<file path="config.mk">
export PLATFORM = sky130hd
export DESIGN_NAME = zlib_stored_stream_framer_unit
export DESIGN_NICKNAME = d
export VERILOG_FILES = /design/src/rtl/zssf_pkg.sv /design/src/rtl/zssf_front.sv /design/src/rtl/zssf_queue.sv /design/src/rtl/zssf_back.sv /design/src/rtl/zlib_stored_stream_framer_unit.sv
export SDC_FILE = /design/constraint.sdc
export NUM_CORES = 1
export LEC_CHECK = 0
export BUFFER_PORTS_ARGS = -buffer_cell sky130_fd_sc_hd__buf_4
export CAP_MARGIN = 20
export CORE_ASPECT_RATIO = 0.5
export CORE_MARGIN = 4
export CORE_UTILIZATION = 35
export DETAILED_ROUTE_END_ITERATION = 16
export SLEW_MARGIN = 10
export SYNTH_ARGS = -nofsm -noshare
export SYNTH_HDL_FRONTEND = slang
export SYNTH_SLANG_ARGS = --single-unit
</file>
<file path="constraint.sdc">
create_clock -name clk_i -period 7.9 [get_ports clk_i]
set_input_delay 1.185 -clock clk_i [delete_from_list [all_inputs] [get_ports clk_i]]
set_output_delay 1.185 -clock clk_i [all_outputs]
set_load 0.05 [all_outputs]
</file>
<file path="src/rtl/zssf_pkg.sv">
`timescale 1ns / 1ps
// Package for the zlib stored-stream framer: constants, input codes and the
// job descriptor passed from the front end to the back end. No dependencies.
package zssf_pkg;

  localparam int unsigned LENGTH_BITS = 32;
  localparam int unsigned BLOCK_MAX   = 65535;
  localparam int unsigned QUEUE_DEPTH = 4;
  localparam int unsigned QUEUE_AW    = $clog2(QUEUE_DEPTH);

  localparam logic [16:0] ADLER_MOD = 17'd65521;
  localparam logic [7:0]  ZLIB_CMF  = 8'h78;
  localparam logic [7:0]  ZLIB_FLG  = 8'h01;

  localparam logic OP_START = 1'b0;
  localparam logic OP_BYTE  = 1'b1;

  typedef enum logic [1:0] {
    JOB_START = 2'd0,
    JOB_DATA  = 2'd1,
    JOB_DROP  = 2'd2
  } job_kind_e;

  typedef struct packed {
    job_kind_e   kind;
    logic [7:0]  data;
    logic        has_blk;
    logic        blk_final;
    logic [15:0] blk_len;
    logic        has_cks;
    logic [31:0] adler;
  } job_t;

  typedef struct packed {
    logic full;
    logic valid;
  } queue_stat_t;

  // Length field of a block header for the bytes still to come.
  function automatic logic [15:0] blk_len_of(input logic [LENGTH_BITS-1:0] rem);
    logic [LENGTH_BITS-1:0] lim;
    lim = LENGTH_BITS'(BLOCK_MAX);
    blk_len_of = (rem < lim) ? rem[15:0] : 16'(BLOCK_MAX);
  endfunction

  function automatic logic blk_final_of(input logic [LENGTH_BITS-1:0] rem);
    blk_final_of = (rem <= LENGTH_BITS'(BLOCK_MAX));
  endfunction

endpackage

</file>
<file path="src/rtl/zssf_front.sv">
`timescale 1ns / 1ps
// Front end of the framer: accepts input items, keeps the stream state and the
// Adler-32 sums, and turns each item into a job descriptor. Uses zssf_pkg.
module zssf_front (
  input  logic                                clk_i,
  input  logic                                rst_ni,
  input  logic                                cfg_we_i,
  input  logic [zssf_pkg::LENGTH_BITS-1:0]    cfg_data_i,
  input  logic                                in_valid_i,
  output logic                                in_ready_o,
  input  logic                                op_i,
  input  logic [7:0]                          data_byte_i,
  input  zssf_pkg::queue_stat_t               stat_i,
  output logic                                push_o,
  output zssf_pkg::job_t                      job_o
);
  import zssf_pkg::*;

  logic [LENGTH_BITS-1:0] len_q, len_d;
  logic [LENGTH_BITS-1:0] rem_q, rem_d, rem_dec;
  logic [15:0]            lo_q, lo_d, hi_q, hi_d, lo_n, hi_n;
  logic [15:0]            fill_q, fill_d, fill_inc;
  logic                   open_q, open_d;
  logic [16:0]            s_lo, s_hi;
  logic                   accept;

  assign accept     = in_valid_i && !stat_i.full;
  assign in_ready_o = !stat_i.full;
  assign push_o     = accept;

  // Adler-32 update: two add-and-reduce steps on 17 bits.
  always_comb begin
    s_lo = {1'b0, lo_q} + {9'b0, data_byte_i};
    lo_n = (s_lo >= ADLER_MOD) ? 16'(s_lo - ADLER_MOD) : s_lo[15:0];
    s_hi = {1'b0, hi_q} + {1'b0, lo_n};
    hi_n = (s_hi >= ADLER_MOD) ? 16'(s_hi - ADLER_MOD) : s_hi[15:0];
  end

  assign rem_dec  = rem_q - LENGTH_BITS'(1);
  assign fill_inc = fill_q + 16'd1;

  always_comb begin
    len_d  = cfg_we_i ? cfg_data_i : len_q;
    rem_d  = rem_q;
    lo_d   = lo_q;
    hi_d   = hi_q;
    fill_d = fill_q;
    open_d = open_q;
    job_o  = '0;
    job_o.kind = JOB_DROP;
    if (accept) begin
      if (op_i == OP_START) begin
        rem_d           = len_q;
        lo_d            = 16'd1;
        hi_d            = 16'd0;
        fill_d          = 16'd0;
        open_d          = (len_q != '0);
        job_o.kind      = JOB_START;
        job_o.has_blk   = 1'b1;
        job_o.blk_final = blk_final_of(len_q);
        job_o.blk_len   = blk_len_of(len_q);
        job_o.has_cks   = (len_q == '0);
        job_o.adler     = 32'h0000_0001;
      end else if (!open_q) begin
        job_o.kind = JOB_DROP;
      end else begin
        rem_d       = rem_dec;
        lo_d        = lo_n;
        hi_d        = hi_n;
        fill_d      = fill_inc;
        job_o.kind  = JOB_DATA;
        job_o.data  = data_byte_i;
        job_o.adler = {hi_n, lo_n};
        if (rem_dec == '0) begin
          job_o.has_cks = 1'b1;
          open_d        = 1'b0;
        end else if (fill_inc == 16'(BLOCK_MAX)) begin
          fill_d          = 16'd0;
          job_o.has_blk   = 1'b1;
          job_o.blk_final = blk_final_of(rem_dec);
          job_o.blk_len   = blk_len_of(rem_dec);
        end
      end
    end
  end

  always_ff @(posedge clk_i or negedge rst_ni) begin
    if (!rst_ni) begin
      len_q  <= '0;
      rem_q  <= '0;
      lo_q   <= 16'd1;
      hi_q   <= 16'd0;
      fill_q <= 16'd0;
      open_q <= 1'b0;
    end else begin
      len_q  <= len_d;
      rem_q  <= rem_d;
      lo_q   <= lo_d;
      hi_q   <= hi_d;
      fill_q <= fill_d;
      open_q <= open_d;
    end
  end

endmodule

</file>
<file path="src/rtl/zssf_queue.sv">
`timescale 1ns / 1ps
// Short job queue between front and back end of the framer.
// Uses zssf_pkg for the job type and depth.
module zssf_queue (
  input  logic                   clk_i,
  input  logic                   rst_ni,
  input  logic                   push_i,
  input  zssf_pkg::job_t         job_i,
  input  logic                   pop_i,
  output zssf_pkg::queue_stat_t  stat_o,
  output zssf_pkg::job_t         job_o
);
  import zssf_pkg::*;

  job_t                mem_q [QUEUE_DEPTH];
  logic [QUEUE_AW-1:0] wp_q, rp_q;
  logic [QUEUE_AW:0]   cnt_q;

  assign stat_o.full  = (cnt_q == (QUEUE_AW+1)'(QUEUE_DEPTH));
  assign stat_o.valid = (cnt_q != '0);
  assign job_o        = mem_q[rp_q];

  always_ff @(posedge clk_i) begin
    if (push_i) begin
      mem_q[wp_q] <= job_i;
    end
  end

  always_ff @(posedge clk_i or negedge rst_ni) begin
    if (!rst_ni) begin
      wp_q  <= '0;
      rp_q  <= '0;
      cnt_q <= '0;
    end else begin
      if (push_i) begin
        wp_q <= wp_q + QUEUE_AW'(1);
      end
      if (pop_i) begin
        rp_q <= rp_q + QUEUE_AW'(1);
      end
      if (push_i && !pop_i) begin
        cnt_q <= cnt_q + (QUEUE_AW+1)'(1);
      end else if (pop_i && !push_i) begin
        cnt_q <= cnt_q - (QUEUE_AW+1)'(1);
      end
    end
  end

endmodule

</file>
<file path="src/rtl/zssf_back.sv">
`timescale 1ns / 1ps
// Back end of the framer: walks each job through its output byte positions
// and holds the result in an output register. Uses zssf_pkg.
module zssf_back (
  input  logic                   clk_i,
  input  logic                   rst_ni,
  input  zssf_pkg::queue_stat_t  stat_i,
  input  zssf_pkg::job_t         job_i,
  output logic                   pop_o,
  output logic                   out_valid_o,
  input  logic                   out_ready_i,
  output logic [7:0]             out_byte_o,
  output logic                   last_of_run_o,
  output logic                   stream_done_o,
  output logic                   error_o
);
  import zssf_pkg::*;

  // Byte positions of one job, in stream order.
  localparam logic [3:0] P_ZH0 = 4'd0;
  localparam logic [3:0] P_ZH1 = 4'd1;
  localparam logic [3:0] P_PAY = 4'd2;
  localparam logic [3:0] P_BH0 = 4'd3;
  localparam logic [3:0] P_BH1 = 4'd4;
  localparam logic [3:0] P_BH2 = 4'd5;
  localparam logic [3:0] P_BH3 = 4'd6;
  localparam logic [3:0] P_BH4 = 4'd7;
  localparam logic [3:0] P_CK0 = 4'd8;
  localparam logic [3:0] P_CK1 = 4'd9;
  localparam logic [3:0] P_CK2 = 4'd10;
  localparam logic [3:0] P_CK3 = 4'd11;

  logic [3:0] step_q, pos, nxt;
  logic       busy_q;
  logic       advance, last, done, err;
  logic [7:0] byte_v;
  logic       out_valid_q;
  logic [7:0] out_byte_q;
  logic       last_q, done_q, err_q;

  assign pos     = busy_q ? step_q : ((job_i.kind == JOB_START) ? P_ZH0 : P_PAY);
  assign advance = stat_i.valid && (!out_valid_q || out_ready_i);
  assign pop_o   = advance && last;

  always_comb begin
    byte_v = 8'h00;
    nxt    = P_ZH0;
    last   = 1'b0;
    done   = 1'b0;
    err    = 1'b0;
    unique case (pos)
      P_ZH0: begin
        byte_v = ZLIB_CMF;
        nxt    = P_ZH1;
      end
      P_ZH1: begin
        byte_v = ZLIB_FLG;
        nxt    = P_BH0;
      end
      P_PAY: begin
        if (job_i.kind == JOB_DROP) begin
          err  = 1'b1;
          last = 1'b1;
        end else begin
          byte_v = job_i.data;
          if (job_i.has_blk) begin
            nxt = P_BH0;
          end else if (job_i.has_cks) begin
            nxt = P_CK0;
          end else begin
            last = 1'b1;
          end
        end
      end
      P_BH0: begin
        byte_v = {7'b0, job_i.blk_final};
        nxt    = P_BH1;
      end
      P_BH1: begin
        byte_v = job_i.blk_len[7:0];
        nxt    = P_BH2;
      end
      P_BH2: begin
        byte_v = job_i.blk_len[15:8];
        nxt    = P_BH3;
      end
      P_BH3: begin
        byte_v = ~job_i.blk_len[7:0];
        nxt    = P_BH4;
      end
      P_BH4: begin
        byte_v = ~job_i.blk_len[15:8];
        if (job_i.has_cks) begin
          nxt = P_CK0;
        end else begin
          last = 1'b1;
        end
      end
      P_CK0: begin
        byte_v = job_i.adler[31:24];
        nxt    = P_CK1;
      end
      P_CK1: begin
        byte_v = job_i.adler[23:16];
        nxt    = P_CK2;
      end
      P_CK2: begin
        byte_v = job_i.adler[15:8];
        nxt    = P_CK3;
      end
      P_CK3: begin
        byte_v = job_i.adler[7:0];
        last   = 1'b1;
        done   = 1'b1;
      end
      default: begin
        last = 1'b1;
      end
    endcase
  end

  always_ff @(posedge clk_i or negedge rst_ni) begin
    if (!rst_ni) begin
      busy_q      <= 1'b0;
      step_q      <= P_ZH0;
      out_valid_q <= 1'b0;
    end else begin
      if (advance) begin
        busy_q <= !last;
        step_q <= nxt;
      end
      if (advance) begin
        out_valid_q <= 1'b1;
      end else if (out_ready_i) begin
        out_valid_q <= 1'b0;
      end
    end
  end

  always_ff @(posedge clk_i) begin
    if (advance) begin
      out_byte_q <= byte_v;
      last_q     <= last;
      done_q     <= done;
      err_q      <= err;
    end
  end

  assign out_valid_o   = out_valid_q;
  assign out_byte_o    = out_byte_q;
  assign last_of_run_o = last_q;
  assign stream_done_o = done_q;
  assign error_o       = err_q;

endmodule

</file>
<file path="src/rtl/zlib_stored_stream_framer_unit.sv">
`timescale 1ns / 1ps
// zlib stored-block stream framer, top level. Uses zssf_pkg, zssf_front,
// zssf_queue and zssf_back. The first result byte of an item passes through
// the queue entry and then the back end's output register. Throughput: one
// result byte per cycle when a job is queued and out_ready_i allows, set by
// the back end's single output register; an item has 1, 5, 6, 7 or 11 results.
// Reset (rst_ni low, asynchronous) closes any stream, clears the queue and length.
module zlib_stored_stream_framer_unit (
  input  logic                              clk_i,
  input  logic                              rst_ni,
  input  logic                              cfg_we_i,
  input  logic [zssf_pkg::LENGTH_BITS-1:0]  cfg_data_i,
  input  logic                              in_valid_i,
  output logic                              in_ready_o,
  input  logic                              op_i,
  input  logic [7:0]                        data_byte_i,
  output logic                              out_valid_o,
  input  logic                              out_ready_i,
  output logic [7:0]                        out_byte_o,
  output logic                              last_of_run_o,
  output logic                              stream_done_o,
  output logic                              error_o
);
  import zssf_pkg::*;

  // The front end takes one input transfer per cycle whenever the queue has
  // room. It updates the running length, block fill and Adler-32 sums at
  // once, so the back end never needs to look back at stream state.
  queue_stat_t stat;
  job_t        push_job, head_job;
  logic        push, pop;

  zssf_front u_front (
    .clk_i       (clk_i),
    .rst_ni      (rst_ni),
    .cfg_we_i    (cfg_we_i),
    .cfg_data_i  (cfg_data_i),
    .in_valid_i  (in_valid_i),
    .in_ready_o  (in_ready_o),
    .op_i        (op_i),
    .data_byte_i (data_byte_i),
    .stat_i      (stat),
    .push_o      (push),
    .job_o       (push_job)
  );

  // The queue absorbs the bursts of header and trailer bytes, so payload
  // transfers keep flowing while a block header or checksum drains.
  zssf_queue u_queue (
    .clk_i  (clk_i),
    .rst_ni (rst_ni),
    .push_i (push),
    .job_i  (push_job),
    .pop_i  (pop),
    .stat_o (stat),
    .job_o  (head_job)
  );

  // The back end expands the head job into result bytes, one per output
  // transfer, and retires the job with its last byte.
  zssf_back u_back (
    .clk_i         (clk_i),
    .rst_ni        (rst_ni),
    .stat_i        (stat),
    .job_i         (head_job),
    .pop_o         (pop),
    .out_valid_o   (out_valid_o),
    .out_ready_i   (out_ready_i),
    .out_byte_o    (out_byte_o),
    .last_of_run_o (last_of_run_o),
    .stream_done_o (stream_done_o),
    .error_o       (error_o)
  );

  // The front end never writes into a full queue.
  assert property (@(posedge clk_i) disable iff (!rst_ni) push |-> !stat.full)
    else $error("job pushed into a full queue");

  // The back end only retires a job that is present.
  assert property (@(posedge clk_i) disable iff (!rst_ni) pop |-> stat.valid)
    else $error("job popped from an empty queue");

  // The checksum end always closes the run of its item.
  assert property (@(posedge clk_i) disable iff (!rst_ni)
    (out_valid_o && stream_done_o) |-> (last_of_run_o && !error_o))
    else $error("stream end not marked as end of run");

  // A dropped byte is answered by a single zero byte.
  assert property (@(posedge clk_i) disable iff (!rst_ni)
    (out_valid_o && error_o) |-> (last_of_run_o && (out_byte_o == 8'h00)))
    else $error("malformed error result");

endmodule

</file>
==> results of run 1 <==
-- sequential cells by signal, summed over array words and instances, names as in the netlist, 3 cells and up --
name,count
u_front.rem_q,32
u_queue.mem_q,244
u_front.fill_q,16
u_back.out_byte_o,8
u_front.hi_q,16
u_back.step_q,4
u_front.len_q,32
u_front.lo_q,16
u_queue.cnt_q,3
-- cell families after synthesis --
group,after synthesis,synth area share
and+or+nand+nor,526,0.142
muxes,120,0.103
buffers and inverters,129,0.0273
AOI/OAI and AO/OA,348,0.120
DFF,381,0.553
xor gates and xnor gates,59,0.0265
adders and majority gates,42,0.0281
-- per-stage QoR --
step                      cell area (sq um)  hold slack [ps]   util  setup WS, ps
after floorplan                       19500              454      -          1230
after global placement                20700              470  0.381           513
after detailed placement              20700              480  0.381           351
after CTS                             22000              497  0.405           888
after global routing                  22000              521  0.405           208
final                                 22000              490  0.405           768
-- per-layer routing --
layer | vias to the layer above | routed length [um]
met3 | 48 | 2930
met5 | - | 0
met2 | 444 | 21400
li1 | 6255 | -
met4 | 0 | 628
met1 | 6664 | 23500
-- power breakdown --
| group | internal, mW | switching, mW |
|---|---|---|
| logic | 1.26 | 1.99 |
| registers | 2.72 | 0.397 |
| clock network | 1.06 | 0.807 |
-- critical path, stage by stage --
cell       delay (ps)
buf_4             110
ha_1              300
a211oi_1          410
o21ai_1           230
a32oi_1           270
nand2_1           130
or4_1             620
nor2_1            300
a32oi_1           170
xnor2_1           340
inv_1              80
ha_1              340
nor2b_1           180
o2111ai_1         330
a21boi_0          180
or4b_1            540
nand4bb_1         320
nor4_4            500
a21boi_2          210
o311ai_0          440
nand2_1           190
-- worst max-delay path by stage --
stage,startpoint,to,slack (ps),depth (start not counted)
floorplan,data_byte_i[0],u_queue.mem_q[0][22],1230,24
detailed placement,data_byte_i[1],u_queue.mem_q[2][24],350,21
global placement,data_byte_i[0],u_queue.mem_q[2][24],510,24
CTS,data_byte_i[1],u_queue.mem_q[3][22],890,21
global route,data_byte_i[0],u_queue.mem_q[3][22],210,24
finish,data_byte_i[1],u_queue.mem_q[1][24],770,21
-- area by class of cell --
cell class,count,share of cell area
clock buffers,48,0.0460
clock inverters,22,0.0123
inverters,44,0.00750
multi-input cells,1095,0.373
flip-flops and latches,381,0.491
well taps,744,0.0423
repair buffers,81,0.0278
-- cells in the mapped netlist, drive strengths merged, types with 15 or more instances --
cell	n
nor4	29
o21ai	89
a21o	33
clkbuf	61
mux2i	25
mux4	61
nand4	27
xnor2	37
dfrtp	125
nor3	35
mux2	34
nand2	127
nor2	104
or4	20
a21oi	68
inv	41
nor2b	15
edfxtp	255
and2	29
xor2	22
o22ai	30
nand3	57
a211oi	22
and3	18
buf	24
ha	39
nand2b	17
==> impl_metrics.env, run 1 <==
export IMPL_outcome="completed"
export IMPL_seq_area_sq_um=10800
export IMPL_finalSetupViolCount=0
export IMPL_drc=0
export IMPL_yosysUniqueCellTypes=94
export IMPL_grt_busiest_layer="met1"
export IMPL_final_common_cell="edfxtp_1"
export IMPL_post_drt_via_cell_ratio=5.55
export IMPL_synth_top_area_frac=0.392
export IMPL_hold_depth=1
export IMPL_regToRegSetupSlack_ps=950
export IMPL_dieHeight_um=175
export IMPL_clkTransAtPathRegs_ps=70
export IMPL_wl_per_cell_um=20.1
export IMPL_initial_core_util=0.359
export IMPL_gp_congestion=0.885
export IMPL_p_total_mw=8.24
export IMPL_tightestPinTransition_ps=976
export IMPL_rows=60
export IMPL_clkSinkCount=381
export IMPL_peakVddDrop_uv=158
export IMPL_final_cell_mix="255 x edfxtp_1, 126 x nand2_1, 123 x dfrtp_1, 104 x nor2_1"
export IMPL_antenna_found_initial=0
export IMPL_grt_first_pass_wirelength_mm=75.9
export IMPL_rsz0062_at_grt="false"
export IMPL_io_pins=59
export IMPL_r2r_start="u_front.lo_q[0]"
export IMPL_synth_area_top_cells="edfxtp_1 39%, dfrtp_1 16%, mux4_2 7.0%"
export IMPL_fin_skew_ps=19.1
export IMPL_port_buffer_count=58
export IMPL_cellPowerDensity_nw_per_um2=374
export IMPL_maxSlewHeadroom=0.349
export IMPL_num_antenna_cells=0
export IMPL_post_dp_hpwl_mm=32.8
export IMPL_fin_nets=1729
export IMPL_dr_total_vias=13400
export IMPL_worst_endpoint_arrival_ps=7390
export IMPL_place_inst=2345
export IMPL_grt_usage=0.159
export IMPL_cp_max_fo=8
export IMPL_hold_buffers=0
export IMPL_leakage_nw=8.19
export IMPL_maxClockFrequency_mhz=140
export IMPL_timing_hold_violations_final=0
export IMPL_fin_crit_ps=7130
export IMPL_first_pass_iters=5
export IMPL_die_x_um=342
export IMPL_clk_path_buf_depth=3
export IMPL_synthFlopType="edfxtp_1"
export IMPL_multi_input_area_sq_um=8210
export IMPL_syn_inst=1605
export IMPL_syn_avg_cell_area_sq_um=12.2
export IMPL_hold_end="u_queue.cnt_q[2]"
export IMPL_grt_overflow_total=0
export IMPL_nFillCells=5056
export IMPL_syn_area_sq_um=19500
export IMPL_stdcell_count=2415
export IMPL_use_met1=0.243
export IMPL_htreeDepth=2
export IMPL_min_from="u_queue.cnt_q[2]"
export IMPL_tns_ps=0
export IMPL_cts_buffers=38
export IMPL_yosysWarningCount=0
export IMPL_ant_nets=0
export IMPL_endpoint_kind="flop"
export IMPL_drt_initial_drc_count=1167
export IMPL_core_sq_um=54400
export IMPL_worstSetupPathType="in2reg"
export IMPL_period_share=0.903
export IMPL_drive_gt1_frac=0.168
export IMPL_synth_edf_count=255
export IMPL_postCtsSetupBuffers=0
export IMPL_ys_ff_latch=381
export IMPL_dieArea_sq_um=59900
export IMPL_synth_area_leader_cell="edfxtp_1"
export IMPL_grt_pass1_vias=12600
export IMPL_min_path_type="reg2reg"
export IMPL_insertion_delay_ps=560
export IMPL_tritoncts="yes"
export IMPL_synth_nets=1693
export IMPL_wl_mm=48.5
export IMPL_grt_start_max_net_pins=78
export IMPL_clockRootBuffer="clkbuf_16"
export IMPL_r2r_end="u_queue.mem_q[1][24]"
export IMPL_maxCapViolCount=0
export IMPL_synthArstFlopShare=0.331
export IMPL_critical_path_required_ps=8160
export IMPL_slew_viol_final=0
export IMPL_grt_util_met2=0.243
export IMPL_r2r_cells=23
export IMPL_cts_resized_gates=0
export IMPL_syn_to_final_growth_pct=12.7
export IMPL_use_met3=0.0228
export IMPL_startpoint_type="primary input"
export IMPL_yosysSeqAreaShare=0.553
Power figures use the tool's default switching activity.
==> run 2, diff against run 1 <==
- ABC_AREA: not set -> 1
==> impl_metrics.env, run 2 <==
export IMPL_initial_core_util=0.357
export IMPL_grt_pass1_vias=15800
export IMPL_clkTransAtPathRegs_ps=60
export IMPL_r2r_end="u_queue.mem_q[0][16]"
export IMPL_syn_area_sq_um=20700
export IMPL_finalSetupViolCount=0
export IMPL_nFillCells=5732
export IMPL_grt_start_max_net_pins=86
export IMPL_gp_congestion=0.876
export IMPL_slowest_delay_ps=590
export IMPL_cellPowerDensity_nw_per_um2=354
export IMPL_drive_gt1_frac=0.0859
export IMPL_peakVddDrop_uv=184
export IMPL_grt_usage=0.179
export IMPL_io_pins=59
export IMPL_synth_edf_count=255
export IMPL_ys_top_cells_by_count="645 x nand2_1, 314 x nor2_1, 295 x inv_1, 255 x edfxtp_1, 167 x nand3_1"
export IMPL_endpoint_kind="flop"
export IMPL_grt_first_pass_wirelength_mm=90.4
export IMPL_first_pass_iters=5
export IMPL_hold_end="u_front.lo_q[0]"
export IMPL_post_dp_hpwl_mm=39.8
export IMPL_tritoncts="yes"
export IMPL_yosysWarningCount=0
export IMPL_die_x_um=352
export IMPL_p_switching_mw=3.51
export IMPL_maxSlewHeadroom=0.285
export IMPL_largest_register_ffs=244
export IMPL_insertion_delay_ps=560
export IMPL_slew_viol_final=0
export IMPL_antenna_found_initial=2
export IMPL_tns_ps=0
export IMPL_startpoint_type="primary input"
export IMPL_grt_overflow_total=0
export IMPL_ys_ff_latch=381
export IMPL_clk_path_buf_depth=3
export IMPL_crit_slowest_cell="fa_1"
export IMPL_min_from="u_front.lo_q[0]"
export IMPL_dieArea_sq_um=63200
export IMPL_r2r_cells=32
export IMPL_fin_crit_ps=6380
export IMPL_maxCapViolCount=0
export IMPL_core_sq_um=57900
export IMPL_final_common_cell="nand2_1"
export IMPL_synth_top_area_frac=0.371
export IMPL_port_buffer_count=58
export IMPL_fin_nets=2582
export IMPL_syn_inst=2458
export IMPL_yosysUniqueCellTypes=59
export IMPL_wl_mm=57.2
export IMPL_ant_nets=0
export IMPL_cts_resized_gates=0
export IMPL_drc=0
export IMPL_cp_max_fo=17
export IMPL_cts_buffers=39
export IMPL_post_drt_via_cell_ratio=5.07
export IMPL_r2r_start="u_front.lo_q[0]"
export IMPL_cp_common_cell="nand2_1"
export IMPL_maxClockFrequency_mhz=157
export IMPL_seq_power_share=0.363
export IMPL_clockRootBuffer="clkbuf_16"
export IMPL_p_total_mw=8.21
export IMPL_worstSetupPathType="in2reg"
export IMPL_rsz0062_at_grt="false"
export IMPL_wl_per_cell_um=17.4
export IMPL_fin_skew_ps=22.3
export IMPL_period_share=0.807
export IMPL_synthFlopType="edfxtp_1"
export IMPL_hold_depth=2
export IMPL_yosysSeqAreaShare=0.523
export IMPL_dieHeight_um=180
export IMPL_regToRegSetupSlack_ps=1760
export IMPL_clkPwrFrac=0.224
export IMPL_rows=62
export IMPL_leakage_nw=10.2
export IMPL_worst_endpoint_arrival_ps=6720
export IMPL_synth_area_leader_cell="edfxtp_1"
export IMPL_critical_path_required_ps=8240
export IMPL_outcome="completed"
export IMPL_final_cell_mix="645 x nand2_1, 310 x nor2_1, 293 x inv_1, 255 x edfxtp_1, 167 x nand3_1"
export IMPL_synth_area_top_cells="edfxtp_1 37%, dfrtp_1 15%, nand2_1 12%"
export IMPL_top_register="u_queue.mem_q"
export IMPL_p_sw_frac=0.428
export IMPL_intPower_mw=4.70
export IMPL_dr_total_vias=16700
export IMPL_htreeDepth=2
export IMPL_clkSinkCount=381
export IMPL_postCtsSetupBuffers=0
export IMPL_drt_initial_drc_count=1541
export IMPL_tightestPinTransition_ps=1070
export IMPL_p_comb_frac=0.413
export IMPL_synth_nets=2546
export IMPL_reg_largest_list="u_queue.mem_q: 244 flops, u_front.len_q: 32 flops, u_front.rem_q: 32 flops"
export IMPL_timing_hold_violations_final=0
export IMPL_syn_avg_cell_area_sq_um=8.41
export IMPL_synth_most_common_cell="nand2_1"
export IMPL_hold_buffers=0
export IMPL_min_path_type="reg2reg"
export IMPL_synthArstFlopShare=0.331
export IMPL_syn_to_final_growth_pct=12.2
run 2: logic make-up after synthesis:
family	share of synthesized area
adder cells (fa/ha/maj)	0.0265
flip-flops	0.523
multiplexers	0.00272
AND/OR/NAND/NOR	0.266
buffers and inverters	0.0713
XOR/XNOR	0.0206
AO/OA/AOI/OAI	0.0896
run 2: metal layers:
layer,share of wire,global-route usage,up-vias
li1,-,-,8210
met1,0.48,0.269,7955
met2,0.44,0.273,448
met3,0.064,0.0270,77
met4,0.020,0.0404,0
met5,0,0,-
run 2: metrics by stage:
| step | cells | worst slack [ps] | instance area (sq um) | hold slack, ps | util |
|---|---|---|---|---|---|
| 3_3_place_gp | 3221 | 1110 | 21900 | 460 | 0.379 |
| 2_1_floorplan | 2458 | 2450 | 20700 | 450 | - |
| 6_report | 3294 | 1520 | 23200 | 474 | 0.401 |
| 5_1_grt | 3293 | 988 | 23200 | 490 | 0.401 |
| 4_1_cts | 3293 | 1640 | 23200 | 476 | 0.401 |
| 3_5_place_dp | 3221 | 1080 | 21900 | 467 | 0.379 |
run 2: cell type report:
type | count | area [sq um] | area share
sequential | 381 | 10800 | 0.467
multi-input combinational | 1694 | 8440 | 0.364
clock inverter | 23 | 204 | 0.00880
tap | 768 | 961 | 0.0414
clock buffer | 49 | 1050 | 0.0455
inverter | 303 | 1140 | 0.0491
antenna | 1 | 2.50 | 0.000108
timing repair buffer | 75 | 567 | 0.0244
run 2: how the worst max path moves through the flow:
stage	startpoint	end	cells after the start
floorplan	data_byte_i[0]	u_queue.mem_q[0][23]	34
global placement	data_byte_i[0]	u_queue.mem_q[1][18]	34
detailed placement	data_byte_i[0]	u_queue.mem_q[2][18]	35
CTS	data_byte_i[0]	u_queue.mem_q[3][18]	35
global route	data_byte_i[0]	u_queue.mem_q[0][16]	34
finish	data_byte_i[0]	u_queue.mem_q[0][16]	33
run 2: worst max-delay path, delay by kind of cell:
kind          cells  cell delay, ps
fa+ha+maj         4            1490
simple gates     24            3320
buf+inv           5             710
run 2: power by group through the flow:
stage                     Combinational (mW)  Clock, mW  Sequential, mW
after global routing                    3.84       1.96            3.03
after CTS                               3.40       1.87            2.98
after floorplan                         2.38          0            3.02
after detailed placement                3.39          0            3.01
after global placement                  3.37          0            3.01
final                                   3.39       1.84            2.98
==> run 3, diff against run 2 <==
- clock period: 7.9 -> 6.6 ns (I/O delays scaled with it)
==> impl_metrics.env, run 3 (synthesized netlist as in run 2, its figures left out) <==
export IMPL_placed_cell_area_sq_um=22000
export IMPL_grt_start_max_net_pins=90
export IMPL_wl_per_cell_um=17.3
export IMPL_grt_first_pass_wirelength_mm=90.5
export IMPL_maxCapViolCount=0
export IMPL_startpoint_type="primary input"
export IMPL_final_common_cell="nand2_1"
export IMPL_post_dp_hpwl_mm=40.0
export IMPL_seq_power_share=0.360
export IMPL_gp_congestion=0.913
export IMPL_worst_endpoint_arrival_ps=6130
export IMPL_p_sw_frac=0.423
export IMPL_clockRootBuffer="clkbuf_16"
export IMPL_clkTransAtPathRegs_ps=60
export IMPL_insertion_delay_ps=540
export IMPL_finalSetupViolCount=0
export IMPL_final_area_sq_um=23300
export IMPL_p_comb_frac=0.411
export IMPL_clkSinkCount=381
export IMPL_grt_overflow_total=0
export IMPL_fin_crit_ps=5850
export IMPL_min_path_type="reg2reg"
export IMPL_fin_skew_ps=16.3
export IMPL_top_register="u_queue.mem_q"
export IMPL_endpoint_kind="flop"
export IMPL_tritoncts="yes"
export IMPL_die_x_um=352
export IMPL_htreeDepth=2
export IMPL_clkPwrFrac=0.229
export IMPL_cellPowerDensity_nw_per_um2=426
export IMPL_cp_max_fo=30
export IMPL_first_pass_iters=5
export IMPL_crit_slowest_cell="fa_1"
export IMPL_outcome="completed"
export IMPL_rows=62
export IMPL_dieHeight_um=180
export IMPL_drt_initial_drc_count=1663
export IMPL_multi_input_area_sq_um=8430
export IMPL_nFillCells=5776
export IMPL_intPower_mw=5.73
export IMPL_hold_buffers=0
export IMPL_tns_ps=0
export IMPL_p_total_mw=9.92
export IMPL_worstSetupPathType="in2reg"
export IMPL_port_buffer_count=58
export IMPL_initial_core_util=0.357
export IMPL_drive_gt1_frac=0.0889
export IMPL_syn_to_final_growth_pct=12.6
export IMPL_maxClockFrequency_mhz=171
export IMPL_drc=0
export IMPL_largest_register_ffs=244
export IMPL_cts_resized_gates=0
export IMPL_p_switching_mw=4.20
export IMPL_slew_viol_final=0
export IMPL_num_antenna_cells=0
export IMPL_core_sq_um=57900
export IMPL_postCtsSetupBuffers=0
export IMPL_critical_path_required_ps=6880
export IMPL_peakVddDrop_uv=184
export IMPL_maxSlewHeadroom=0.291
export IMPL_regToRegSetupSlack_ps=800
export IMPL_final_cell_mix="645 x nand2_1, 310 x nor2_1, 293 x inv_1, 255 x edfxtp_1, 167 x nand3_1"
export IMPL_dr_total_vias=16800
export IMPL_fin_nets=2588
export IMPL_dieArea_sq_um=63200
export IMPL_clk_path_buf_depth=3
export IMPL_leakage_nw=10.3
export IMPL_io_pins=59
export IMPL_slowest_delay_ps=380
export IMPL_post_drt_via_cell_ratio=5.10
export IMPL_antenna_found_initial=1
export IMPL_wl_mm=57.2
export IMPL_cts_buffers=39
export IMPL_timing_hold_violations_final=0
export IMPL_ant_nets=0
export IMPL_grt_usage=0.179
export IMPL_seq_area_sq_um=10800
export IMPL_rsz0062_at_grt="false"
export IMPL_grt_pass1_vias=15900
export IMPL_tightestPinTransition_ps=1060
export IMPL_reg_largest_list="u_queue.mem_q: 244 flops, u_front.len_q: 32 flops, u_front.rem_q: 32 flops"
export IMPL_period_share=0.887
export IMPL_cp_common_cell="nand2_1"
-- run 3: changes by cell type in the layout (fill, tap and decap cells not counted), moves of 2 or more --
cell	change
inv_16	-2
clkbuf_1	-3
inv_6	-2
clkinv_2	+3
clkinv_8	+2
bufinv_16	+3
clkinvlp_4	-2
buf_4	+6
-- run 3: final timing paths --
check | from | endpoint | cells after the start
max in group asynchronous | rst_ni | u_front.lo_q[7] | 2
min in group asynchronous | rst_ni | u_front.len_q[22] | 1
worst min register to register | u_front.lo_q[0] | u_front.lo_q[0] | 2
worst max register to register | u_front.lo_q[0] | u_queue.mem_q[2][25] | 34
worst max-delay path | data_byte_i[0] | u_queue.mem_q[2][25] | 35
worst min-delay path | u_front.lo_q[0] | u_front.lo_q[0] | 2
-- run 3: cell type report --
cell class                 count  area share
inverter                     303      0.0489
tap                          768      0.0413
multi-input combinational   1694       0.362
sequential                   381       0.465
clock buffer                  46      0.0444
clock inverter                25      0.0119
timing repair buffer          81      0.0263
-- run 3: metrics by stage --
stage	util	hold slack [ps]	worst slack [ps]	cells
after floorplan	-	450	1340	2458
after global placement	0.379	461	238	3227
after detailed placement	0.379	464	305	3227
after CTS	0.402	474	855	3298
after global routing	0.402	491	128	3298
final	0.402	472	748	3298
-- run 3: critical path: cells and delay by family --
kind	cells	cell delay [ps]
simple gates	24	3060
buf+inv	7	830
fa+ha+maj	4	1230
-- run 3: routing by layer --
metal,wire [um],vias up,GRT usage,part of all wire
li1,-,8236,-,-
met1,27700,8093,0.269,0.48
met2,24900,427,0.272,0.44
met3,3470,73,0.0291,0.061
met4,1070,2,0.0376,0.019
met5,13,-,0,0.00023
-- run 3: power by group through the flow --
stage / logic [mW] / clock network [mW] / registers (mW)
floorplan: 2.85 / 0 / 3.61
global placement: 4.05 / 0 / 3.61
detailed placement: 4.07 / 0 / 3.61
CTS: 4.09 / 2.32 / 3.57
global route: 4.60 / 2.43 / 3.63
finish: 4.08 / 2.27 / 3.57
